===== config.mk =====
export PLATFORM = sky130hd
export DESIGN_NAME = tfc_sqrt
export DESIGN_NICKNAME = d
export VERILOG_FILES = /design/src/sv/tfc_pkg.sv /design/src/sv/tfc_sqrt.sv
export SDC_FILE = /design/constraint.sdc
export NUM_CORES = 1
export LEC_CHECK = 0
export BUFFER_PORTS_ARGS = -buffer_cell sky130_fd_sc_hd__buf_2
export CORE_AREA = 4 4 244 246
export CTS_CLUSTER_DIAMETER = 150
export DETAILED_ROUTE_END_ITERATION = 6
export DIE_AREA = 0 0 248 250
export HOLD_SLACK_MARGIN = 0.1
export PLACE_DENSITY = 0.76
export REMOVE_ABC_BUFFERS = 1
export SYNTH_ARGS = -nofsm -noshare
export SYNTH_HDL_FRONTEND = slang
export SYNTH_SLANG_ARGS = --single-unit

===== constraint.sdc =====
create_clock -name clk -period 7.4 [get_ports clk]
set_input_delay 1.48 -clock clk [delete_from_list [all_inputs] [get_ports clk]]
set_output_delay 1.48 -clock clk [all_outputs]
set_load 0.02 [all_outputs]

===== src/sv/tfc_pkg.sv =====
`default_nettype none
package tfc_pkg;

  // Coordinate width and the widths that follow from it
  localparam int COORD_W  = 32;
  localparam int EDGE_W   = COORD_W + 1;          // v1 - v0, signed
  localparam int NRM_W    = 2 * COORD_W + 3;      // normal component, signed
  localparam int MUL_W    = 2 * COORD_W + 4;      // multiplier operand, unsigned
  localparam int MUL_H    = MUL_W / 2;            // partial product slice
  localparam int PROD_W   = 2 * MUL_W;            // multiplier result
  localparam int DOT_W    = NRM_W + COORD_W + 2;  // n . v0, signed
  localparam int DABS_W   = 3 * COORD_W + 2;      // |n . v0|
  localparam int DLO_W    = DABS_W / 2;
  localparam int DHI_W    = DABS_W - DLO_W;
  localparam int N2_W     = 4 * COORD_W + 4;      // |n|^2
  localparam int N2LO_W   = N2_W / 2;
  localparam int N2HI_W   = N2_W - N2LO_W;
  localparam int P2_W     = 2 * COORD_W;          // |v0|^2
  localparam int P_W      = N2_W + P2_W;          // |n|^2 * |v0|^2
  localparam int DSQ_W    = 2 * DABS_W;           // (n . v0)^2
  localparam int SCALE_SH = 32;                   // 65536^2
  localparam int R_W      = DSQ_W + SCALE_SH;
  localparam int Q_W      = SCALE_SH + 1;         // floor(R / P) <= 2^32
  localparam int S_W      = (Q_W + 1) / 2;        // isqrt result
  localparam int RAD_W    = 2 * S_W;
  localparam int RM_W     = S_W + 3;
  localparam int COS_W    = 16;

  localparam logic [COS_W-1:0] COS_MAX = {1'b0, {(COS_W-1){1'b1}}};
  localparam logic [Q_W-1:0]   Q_MAX   = {1'b1, {(Q_W-1){1'b0}}};

  typedef struct packed {
    logic signed [COORD_W-1:0] x;
    logic signed [COORD_W-1:0] y;
    logic signed [COORD_W-1:0] z;
  } coord_vec_t;

  typedef struct packed {
    coord_vec_t v0;
    coord_vec_t v1;
    coord_vec_t v2;
  } triangle_t;

  typedef struct packed {
    logic signed [EDGE_W-1:0] x;
    logic signed [EDGE_W-1:0] y;
    logic signed [EDGE_W-1:0] z;
  } edge_vec_t;

  typedef struct packed {
    logic signed [NRM_W-1:0] x;
    logic signed [NRM_W-1:0] y;
    logic signed [NRM_W-1:0] z;
  } nrm_vec_t;

  // Control that rides along the back half of the pipeline
  typedef struct packed {
    logic vld;
    logic neg;
    logic deg;
  } side_t;

  function automatic logic [MUL_W-1:0] abs_edge(input logic signed [EDGE_W-1:0] v);
    logic signed [EDGE_W:0] t;
    t = (EDGE_W+1)'(v);
    if (v[EDGE_W-1]) t = -t;
    return MUL_W'(t);
  endfunction

  function automatic logic [MUL_W-1:0] abs_coord(input logic signed [COORD_W-1:0] v);
    logic signed [COORD_W:0] t;
    t = (COORD_W+1)'(v);
    if (v[COORD_W-1]) t = -t;
    return MUL_W'(t);
  endfunction

  function automatic logic [MUL_W-1:0] abs_nrm(input logic signed [NRM_W-1:0] v);
    logic signed [NRM_W:0] t;
    t = (NRM_W+1)'(v);
    if (v[NRM_W-1]) t = -t;
    return MUL_W'(t);
  endfunction

  function automatic logic signed [NRM_W-1:0] sgn_nrm(input logic [PROD_W-1:0] p,
                                                      input logic neg);
    logic signed [NRM_W-1:0] t;
    t = $signed(p[NRM_W-1:0]);
    return neg ? -t : t;
  endfunction

  function automatic logic signed [DOT_W-1:0] sgn_dot(input logic [PROD_W-1:0] p,
                                                      input logic neg);
    logic signed [DOT_W-1:0] t;
    t = $signed(p[DOT_W-1:0]);
    return neg ? -t : t;
  endfunction

endpackage
`default_nettype wire


===== src/sv/tfc_sqrt.sv =====
`default_nettype none
// Integer square root, one root bit per stage, then rounding, sign and clamp.
module tfc_sqrt import tfc_pkg::*; (
  input  logic             clk,
  input  logic             rst_n,
  input  logic             en,
  input  side_t            sd_in,
  input  logic [Q_W-1:0]   q,
  output logic             out_vld,
  output logic [COS_W-1:0] cos,
  output logic             deg
);

  side_t            sd_r   [S_W];
  logic [RAD_W-1:0] rad_r  [S_W];
  logic [RM_W-1:0]  rem_r  [S_W];
  logic [S_W-1:0]   root_r [S_W];

  for (genvar k = 0; k < S_W; k++) begin : g_stg
    side_t            sd_k;
    logic [RAD_W-1:0] rad_k;
    logic [RM_W-1:0]  rem_k;
    logic [S_W-1:0]   root_k;
    logic [RM_W-1:0]  cur;
    logic [RM_W-1:0]  trial;
    logic             ge;

    if (k == 0) begin : g_first
      assign sd_k   = sd_in;
      assign rad_k  = RAD_W'(q);
      assign rem_k  = '0;
      assign root_k = '0;
    end else begin : g_next
      assign sd_k   = sd_r[k-1];
      assign rad_k  = rad_r[k-1];
      assign rem_k  = rem_r[k-1];
      assign root_k = root_r[k-1];
    end

    assign cur   = {rem_k[RM_W-3:0], rad_k[RAD_W-1:RAD_W-2]};
    assign trial = RM_W'({root_k, 2'b01});
    assign ge    = (cur >= trial);

    always_ff @(posedge clk) begin
      if (!rst_n) begin
        sd_r[k] <= '0;
      end else if (en) begin
        sd_r[k] <= sd_k;
      end
    end

    always_ff @(posedge clk) begin
      if (en) begin
        rad_r[k]  <= rad_k << 2;
        rem_r[k]  <= ge ? (cur - trial) : cur;
        root_r[k] <= {root_k[S_W-2:0], ge};
      end
    end
  end

  logic [S_W:0]   s_inc;
  logic [S_W-1:0] m;
  logic [S_W-1:0] m_neg;
  side_t          sd_last;

  assign sd_last = sd_r[S_W-1];
  assign s_inc   = (S_W+1)'(root_r[S_W-1]) + (S_W+1)'(1);
  assign m       = s_inc[S_W:1];
  assign m_neg   = -m;

  always_comb begin
    priority if (sd_last.deg) begin
      cos = '0;
    end else if (sd_last.neg) begin
      cos = m_neg[COS_W-1:0];
    end else if (m > S_W'(COS_MAX)) begin
      cos = COS_MAX;
    end else begin
      cos = m[COS_W-1:0];
    end
  end

  assign out_vld = sd_last.vld;
  assign deg     = sd_last.deg;

endmodule
`default_nettype wire


==> results of run 1 <==
through the flow:
step / worst slack, ns / util / hold slack, ns / cells
after global routing: 2.07 / 0.660 / 0.419 / 3524
final: 2.38 / 0.660 / 0.409 / 3524
after detailed placement: 2.98 / 0.617 / 0.405 / 3386
after CTS: 2.33 / 0.660 / 0.414 / 3524
after global placement: 3.09 / 0.617 / 0.400 / 3386
after floorplan: 3.18 / - / 0.400 / 2556
power by group through the flow:
stage / clock network [mW] / registers, mW / logic [mW]
3_5_place_dp: 0 / 5.52 / 1.58
4_1_cts: 3.81 / 5.44 / 1.59
3_3_place_gp: 0 / 5.50 / 1.51
2_1_floorplan: 0 / 5.42 / 1.17
6_report: 3.73 / 5.44 / 1.60
5_1_grt: 4.02 / 5.48 / 1.78
worst paths after layout:
path	to	startpoint	slack [ns]
max	cos[7]	root_r[16][1]$_DFFE_PP_	2.38
min	rad_r[0][381]$_DFFE_PP_	rad_r[0][347]$_DFFE_PP_	0.41
min reg2reg	rad_r[0][381]$_DFFE_PP_	rad_r[0][347]$_DFFE_PP_	0.41
max reg2reg	rem_r[0][234]$_DFFE_PP_	rem_r[0][202]$_DFFE_PP_	3.57
per-layer routing:
layer | up-vias | wire [um]
met5 | - | 0
met4 | 0 | 2030
met3 | 143 | 2790
met2 | 539 | 29200
met1 | 9776 | 25600
li1 | 9890 | -
layout by cell type, fill, tap and decap left out, types with 20 or more instances in the layout:
cell	instances
sky130_fd_sc_hd__o21ai_0	132
sky130_fd_sc_hd__a21o_1	25
sky130_fd_sc_hd__a21oi_1	144
sky130_fd_sc_hd__inv_1	209
sky130_fd_sc_hd__nor4_1	33
sky130_fd_sc_hd__mux2_2	23
sky130_fd_sc_hd__nand3_1	38
sky130_fd_sc_hd__nand2_1	145
sky130_fd_sc_hd__nand2b_1	30
sky130_fd_sc_hd__clkbuf_1	20
sky130_fd_sc_hd__nand4_1	23
sky130_fd_sc_hd__nor2_1	170
sky130_fd_sc_hd__nor3_1	53
sky130_fd_sc_hd__nor2b_1	25
sky130_fd_sc_hd__xor2_1	104
sky130_fd_sc_hd__ha_1	173
sky130_fd_sc_hd__clkbuf_16	77
sky130_fd_sc_hd__edfxtp_1	740
sky130_fd_sc_hd__xnor2_1	115
sky130_fd_sc_hd__and3_1	72
sky130_fd_sc_hd__buf_2	55
sky130_fd_sc_hd__o21a_1	33
cells by family (layout without fill, tap and decap cells):
| logic type | count (synthesis) | after routing | synth area share |
|---|---|---|---|
| simple gates | 695 | 695 | 0.105 |
| flops | 740 | 740 | 0.648 |
| mux | 30 | 30 | 0.00960 |
| fa+ha+maj | 173 | 173 | 0.0632 |
| compound gates | 487 | 487 | 0.0888 |
| xor+xnor | 219 | 219 | 0.0560 |
| buf+inv | 266 | 414 | 0.0295 |
| other cells | 1 | 1 | 0.000109 |
flip-flops by register name, summed over array words and instances, names as in the netlist:
signal	flops
rad_r	272
sd_r	51
rem_r	264
root_r	153
area by class of cell:
class | count | area, um2 | area share
multi-input cells | 1605 | 11100 | 0.292
repair buffers | 65 | 395 | 0.0104
well taps | 765 | 957 | 0.0253
inverters | 211 | 792 | 0.0209
flip-flops and latches | 740 | 22200 | 0.587
clock inverters | 41 | 434 | 0.0115
clock buffers | 97 | 2000 | 0.0529
==> impl_summary.md, run 1 <==
Run status
The flow ran to the end, but the final reports show violations. The checks that failed: DRC.

Yosys
The primary flip-flop cell chosen by synthesis mapping is sky130_fd_sc_hd__edfxtp_1. The fraction of registers with async set/reset is 0. The most frequent cell after synthesis is sky130_fd_sc_hd__edfxtp_1. Synthesis inferred 740 register bits. The area of the mapped netlist is 34300 um2.

Synthesis produced 2611 cells. The proportion of synthesized chip area in sequential cells is 0.648. The biggest area contributor in the post-synthesis netlist is sky130_fd_sc_hd__edfxtp_1.

The number of distinct library cells after synthesis is 73. The area fraction of the dominant cell type after synthesis is 0.648. Averaged over all synthesized cells, the footprint is 13.1 um2.

By area the synthesized netlist is led by sky130_fd_sc_hd__edfxtp_1 (65%), sky130_fd_sc_hd__ha_1 (6.3%), sky130_fd_sc_hd__xnor2_1 (2.9%), sky130_fd_sc_hd__xor2_1 (2.7%), sky130_fd_sc_hd__inv_1 (2.3%). The count of yosys warnings during synthesis is 0. In this run, synthesis inferred 740 flip-flops with an integrated enable. Sorting the synthesized cells by how often they occur yields sky130_fd_sc_hd__edfxtp_1 (740), sky130_fd_sc_hd__inv_1 (209), sky130_fd_sc_hd__ha_1 (173), sky130_fd_sc_hd__nor2_1 (170), sky130_fd_sc_hd__nand2_1 (145).

Pwr
VDD sags by at most 235 uV. The switching power of the nets is 2.71 mW. The part of the power in combinational logic is 0.148. Of the total power, the share spent switching nets is 0.252. The register share of total power is 0.505. The design draws 10.8 mW. The reported leakage power is 14.6 nW. The total power divided by cell area is 284 nW/um2. The cell internal power dissipation is 8.05 mW. Of the total power, the clock network draws 0.347.

Clock tree
The clock passes through at most 3 buffers. The quantity of gates resized following cts is 0. TritonCTS built the clock tree.

Counting every sink on the clock net gives 740. In this run, post-CTS hold repair placed 0 buffers. The clock tree root buffer cell is sky130_fd_sc_hd__clkbuf_16. Clock-pin slew was measured on the worst setup and hold paths at 0.06 ns. The clock buffer count from CTS is 76. In this run the post-CTS setup repair buffer count came out at 0. The total number of H-tree levels is 3. The clock reaches the later pin of the worst-skew pair after 0.61 ns.

Detailed routing
The total wire length after detailed routing is 59600 um. In the final routed layout, each cell accounts on average for 16.9 um. The total DRC errors in the routed layout is 3. The first-pass iteration count of the detailed router is 7. In this run the remaining antenna-violating nets after routing total 0.

The detailed-route vias per instance is 5.77. The total number of vias is 20300. The detailed router finished its first iteration with 1776 violations.

Global routing
For this run the aggregate overflow at the end of global routing stands at 0. In the global route stage, met1 resource usage came out at 0.253. The via count of the first global-routing pass came to 20200. Entering global routing, the biggest net connects 205 pins. For this run, the total global-route usage over all layers was measured as 0.193. The initial antenna violation count is 0. The routing usage on met2 is 0.324. The global routing stage identified its most utilized layer as met2. The first global-routing pass estimated 98200 um of wire.

The met3 routing resource usage after global routing is 0.0287.

Layout
In the final design database the tool counted 2911 nets. The final cell area excluding filler cells is 37900 um2. The count of filler cells inserted in the layout is 4068. The repair_antennas step left the layout with diodes totalling 0. Relative to the synthesized area, the layout overhead comes to 10.5%. Of the cells placed in the final design, the portion with a size suffix greater than 1 is 0.0801.

STA
The portion of the clock cycle consumed by the worst path in the final layout is 0.678. The pin slew with the least headroom to its limit is 1.16 ns. Setup violations remaining at the end of the flow were counted as 0. Summed over all failing endpoints, the final setup total negative slack is 0 ns. The highest clock rate is 199 MHz.

The number of pins with negative max-slew slack in the final report is 0. The count of endpoints failing hold in the final timing report is 0. Setup repair after global routing left no endpoint under its margin. Subtracting the final worst setup slack from the clock period gives 5.02 ns.

The largest clock skew in the final design is 0.0176 ns. Headroom to the max-slew limit came out at 0.229.

Floorplanning
The overall die height is 250 um. The horizontal die dimension is 248 um. The placeable core region is 57400 um2. The die covers 62000 um2. The initialized floorplan defines 88 standard-cell rows.

The I/O pin count is 57. The initial utilization of the core area, before any placement, comes to 0.597.

Worst setup path
Walking the worst path, the cells encountered are ha_1 > nand2_1 > nor3_2 > nand3_1 > mux2_2 > nor2_1 > a21oi_1 > and3_1 > buf_2. The maximum single-stage delay on the critical path is 0.60 ns. STA classifies the critical path startpoint as a flop. The maximum fanout along the worst path is 13.

The family of cells with the greatest summed delay on the critical path is simple AND/OR/NAND/NOR gates. The number of gates on the worst path with buffers counted is 9. The critical path capture point type is a primary output. The data required time of the worst path is 5.92 ns. On the critical path, the stage with the largest delay is an instance of sky130_fd_sc_hd__nor2_1. The worst register-to-register path has a depth of 9. The arrival time of data at the critical path endpoint is 3.54 ns.

The critical path in this run is classified as reg2out. The number of buffers and inverters on the critical path is 1.

Placement
Input and output buffers added on the ports amount to 56. Routability-driven placement finished with a final weighted congestion of 0.917. The total placed instance area is 35400 um2. The HPWL after detailed placement is 40600 um.

Hold path
The worst hold-check path type is reg2reg. The worst hold path cell count is 0.

Run
The tool flagged a number of max-cap violations equal to 0.
Note: power is estimated with default switching activity, not from simulation.
==> run 2: changes to the inputs <==
ABC_AREA = 1   (was not set)
CORE_AREA = 4 4 251 253   (was 4 4 244 246)
DIE_AREA = 0 0 255 257   (was 0 0 248 250)
clock period = 4.92 ns   (was 7.4 ns; I/O delays follow)
==> impl_summary.md, run 2 <==
Detailed routing
The first detailed-routing pass ran for 6 iterations. The detailed-route vias per instance is 5.39. Once detail routing completed, the nets flagged for antenna violations numbered 0.

The total wire length after detailed routing is 66900 um. The violation count after the first detailed-routing iteration is 1765. After detailed routing, the number of remaining DRC violations is 0. Dividing the detail-routed wire length by the instance count gives 15.4 um. The routed layout has 23400 vias.

Placement
The count of buffers added on input and output ports is 56. The last weighted congestion value of the routability-driven placer is 0.919. The number of cells in the design after placement is 4203.

The HPWL after detailed placement is 48000 um.

Layout
After the last flow step, the layout net total stands at 3703. Counting the fill cells in the layout gives 4705. In the layout the commonest cells are sky130_fd_sc_hd__edfxtp_1 (740), sky130_fd_sc_hd__nand2_1 (597), sky130_fd_sc_hd__inv_1 (487). The area used by multi-input combinational logic is 12000 um2.

The flip-flop count of the largest register, all copies and words added is 272. rad_r holds more flip-flops than any other register. In the final layout, flip-flops and latches occupy 22200 um2. In the final layout, the registers with the most flip-flops are rad_r: 272 flops, rem_r: 264 flops, root_r: 153 flops. The number of diodes is 0. Measured on the finished design, the core utilization comes to 0.652. The area added between synthesis and finish is 9.91%.

The most frequent standard cell in the layout excluding fill and tap cells is sky130_fd_sc_hd__edfxtp_1. The final non-filler cell total is 4338. In the final layout, the share of cells above drive strength 1 is 0.0775.

Hold path
The path class of the tightest hold or removal check is reg2reg.

Pwr
The peak ir drop on the vdd network is 358 uV. Overall power consumption after layout is estimated at 16.4 mW. In this run the static leakage power is 16.4 nW. For this design the ratio of total power to cell area is 411 nW/um2.

Yosys
The fraction of registers with async set/reset is 0. For this run, the number of Yosys warnings is 0. The area share of xor/xnor cells in the synthesized design is 0.0384. The synthesized design contains 740 enable-type register cells. The post-synthesis share of cell area spent on full adders, half adders and majority gates is 0.0598. The mux contribution to synthesized area is 0. The area of the mapped netlist is 36200 um2.

The combinational family with the most area after synthesis is simple AND/OR/NAND/NOR gates. The most frequent cell after synthesis is sky130_fd_sc_hd__edfxtp_1. The number of instances in the synthesized netlist is 3378. The proportion of synthesized chip area in sequential cells is 0.613.

The area fraction of the dominant cell type after synthesis is 0.613. The commonest cells after synthesis are sky130_fd_sc_hd__edfxtp_1 (740), sky130_fd_sc_hd__nand2_1 (598), sky130_fd_sc_hd__inv_1 (487), sky130_fd_sc_hd__nor2_1 (312), sky130_fd_sc_hd__o21ai_0 (203). Of the total synthesized cell area, the portion taken by AND, OR, NAND and NOR gates is 0.150. The synthesized-area fraction occupied by ao, oa, aoi and oai cells came to 0.0829.

In this run, distinct cell masters in the synthesized netlist total 62. The primary flip-flop cell chosen by synthesis mapping is sky130_fd_sc_hd__edfxtp_1. Yosys attributes the largest share of cell area to sky130_fd_sc_hd__edfxtp_1 (61%), sky130_fd_sc_hd__nand2_1 (6.2%), sky130_fd_sc_hd__ha_1 (6.0%), sky130_fd_sc_hd__inv_1 (5.0%), sky130_fd_sc_hd__nor2_1 (3.2%). A synthesized cell averages 10.7 um2. Summed over all instances, the cell type with the most area after synthesis is sky130_fd_sc_hd__edfxtp_1. The number of synthesized register bits is 740.

STA
The highest clock rate is 242 MHz. In the finished design, the share of the clock period the worst path needs comes to 0.838. The number of pins with negative max-slew slack in the final report was 0. The count of endpoints failing hold in the final timing report was 0. The minimum period implied by the final worst setup slack is 4.12 ns. Setup repair after global routing left no endpoint under its margin. The pin slew with the least headroom to its limit is 1.14 ns. After routing, the total negative slack on setup checks comes to 0 ns. The headroom to the max-slew limit is 0.241.

On the final layout, the worst hold slack is 0.407 ns. Setup violations remaining at the end of the flow were counted as 0. Between clock sinks in the finished design, the worst skew comes to 0.0221 ns.

Floorplanning
The placeable core region is 61000 um2. The effective utilization at floorplan is 0.594. The die is 255 um wide. After floorplanning, the core was divided into 91 placement rows. The I/O pin count is 57. The die is 257 um tall.

The area enclosed by the die boundary is 65500 um2.

Clock tree
The total number of H-tree levels is 3. Clock-pin slew was measured on the worst setup and hold paths at 0.06 ns. The clock passes through at most 3 buffers. The clock buffer count from CTS is 76.

CTS placed an instance of sky130_fd_sc_hd__clkbuf_16 at the clock tree root. The CTS tree is built. Buffers added to address setup during post-CTS repair amount to 0. At the later pin of the worst-skew pair, clock insertion delay measures 0.60 ns. The clock drives 740 sinks. The quantity of gates resized following cts is 0.

Hold repair after CTS inserted 0 buffers.

Worst setup path
The critical path in this run is classified as reg2out. The library cell appearing most often on the critical path is sky130_fd_sc_hd__nand2_1. The data required time of the worst path is 3.94 ns. On the worst path, the slowest cell contributes a delay of 0.49 ns. The critical path goes through ha_1 > nand2_1 > nor2_4 > nand4_1 > nand2_1 > nand2_1 > inv_1 > nand2_1 > nor2_2 > nand2_1 > nand2_1 > nand3_1 > nor2_1 > buf_2. The arrival time of data at the critical path endpoint is 3.14 ns. STA classifies the critical path startpoint as a flop. The cell with the biggest individual delay on the critical path is sky130_fd_sc_hd__edfxtp_1. Along the worst path, the maximum fanout reaches 7.

The critical path capture point type is a primary output. Setup slack on the worst reg-to-reg path comes out at 1.77 ns.

Global routing
The first global-routing pass estimated 111000 um of wire. met2 is the most crowded layer. The initial antenna violation count is 0. The total global-route track usage is 0.207. The met3 routing resource usage after global routing is 0.0294. In the global route stage, met2 resource usage came out at 0.355. The largest net degree at the start of global routing is 188. The via count of the first global-routing pass is 22500. The met1 demand-to-capacity share in global routing is 0.276. The total overflow left after global routing is 0.

Run status
The run finished with clean final reports.

Run
The tool flagged a number of max-cap violations equal to 0.
-- run 2: final timing paths --
path                      startpoint                      end  cells after the start
max          root_r[16][0]$_DFFE_PP_                  cos[15]                     14
min           rad_r[0][39]$_DFFE_PP_   rad_r[0][73]$_DFFE_PP_                      0
max reg2reg   rem_r[0][81]$_DFFE_PP_  rem_r[0][114]$_DFFE_PP_                      9
min reg2reg   rad_r[0][39]$_DFFE_PP_   rad_r[0][73]$_DFFE_PP_                      0
-- run 2: layer usage --
| metal | vias to the layer above | routed length, um |
|---|---|---|
| li1 | 11900 | - |
| met1 | 10900 | 28800 |
| met2 | 553 | 33200 |
| met3 | 122 | 3230 |
| met4 | 0 | 1680 |
| met5 | - | 0 |
-- run 2: layout make-up --
cell class,count,share of cell area
clock buffers,98,0.0514
well taps,790,0.0248
inverters,494,0.0466
multi-input cells,2113,0.301
repair buffers,66,0.0101
clock inverters,37,0.00764
flip-flops and latches,740,0.558
-- run 2: cells by family after synthesis --
group	count (synthesis)
compound gates	530
xor+xnor	159
other cells	1
buf+inv	525
fa+ha+maj	173
flops	740
simple gates	1250
-- run 2: critical path: cells and delay by family (launching register included) --
kind / cells / cell delay [ns]
buffers and inverters: 2 / 0.31
DFF: 1 / 0.49
and+or+nand+nor: 11 / 1.44
adders and majority gates: 1 / 0.33
-- run 2: power by group --
part / switching, mW / internal (mW) / total (mW)
registers: 0.390 / 7.78 / 8.17
logic: 1.76 / 1.00 / 2.77
clock network: 2.28 / 3.15 / 5.43
-- run 2: metrics by stage --
stage / setup slack, ns / area (um2)
2_1_floorplan: 1.79 / 36100
3_3_place_gp: 1.46 / 37500
3_5_place_dp: 1.42 / 37500
4_1_cts: 0.780 / 39800
5_1_grt: 0.521 / 39800
6_report: 0.795 / 39800
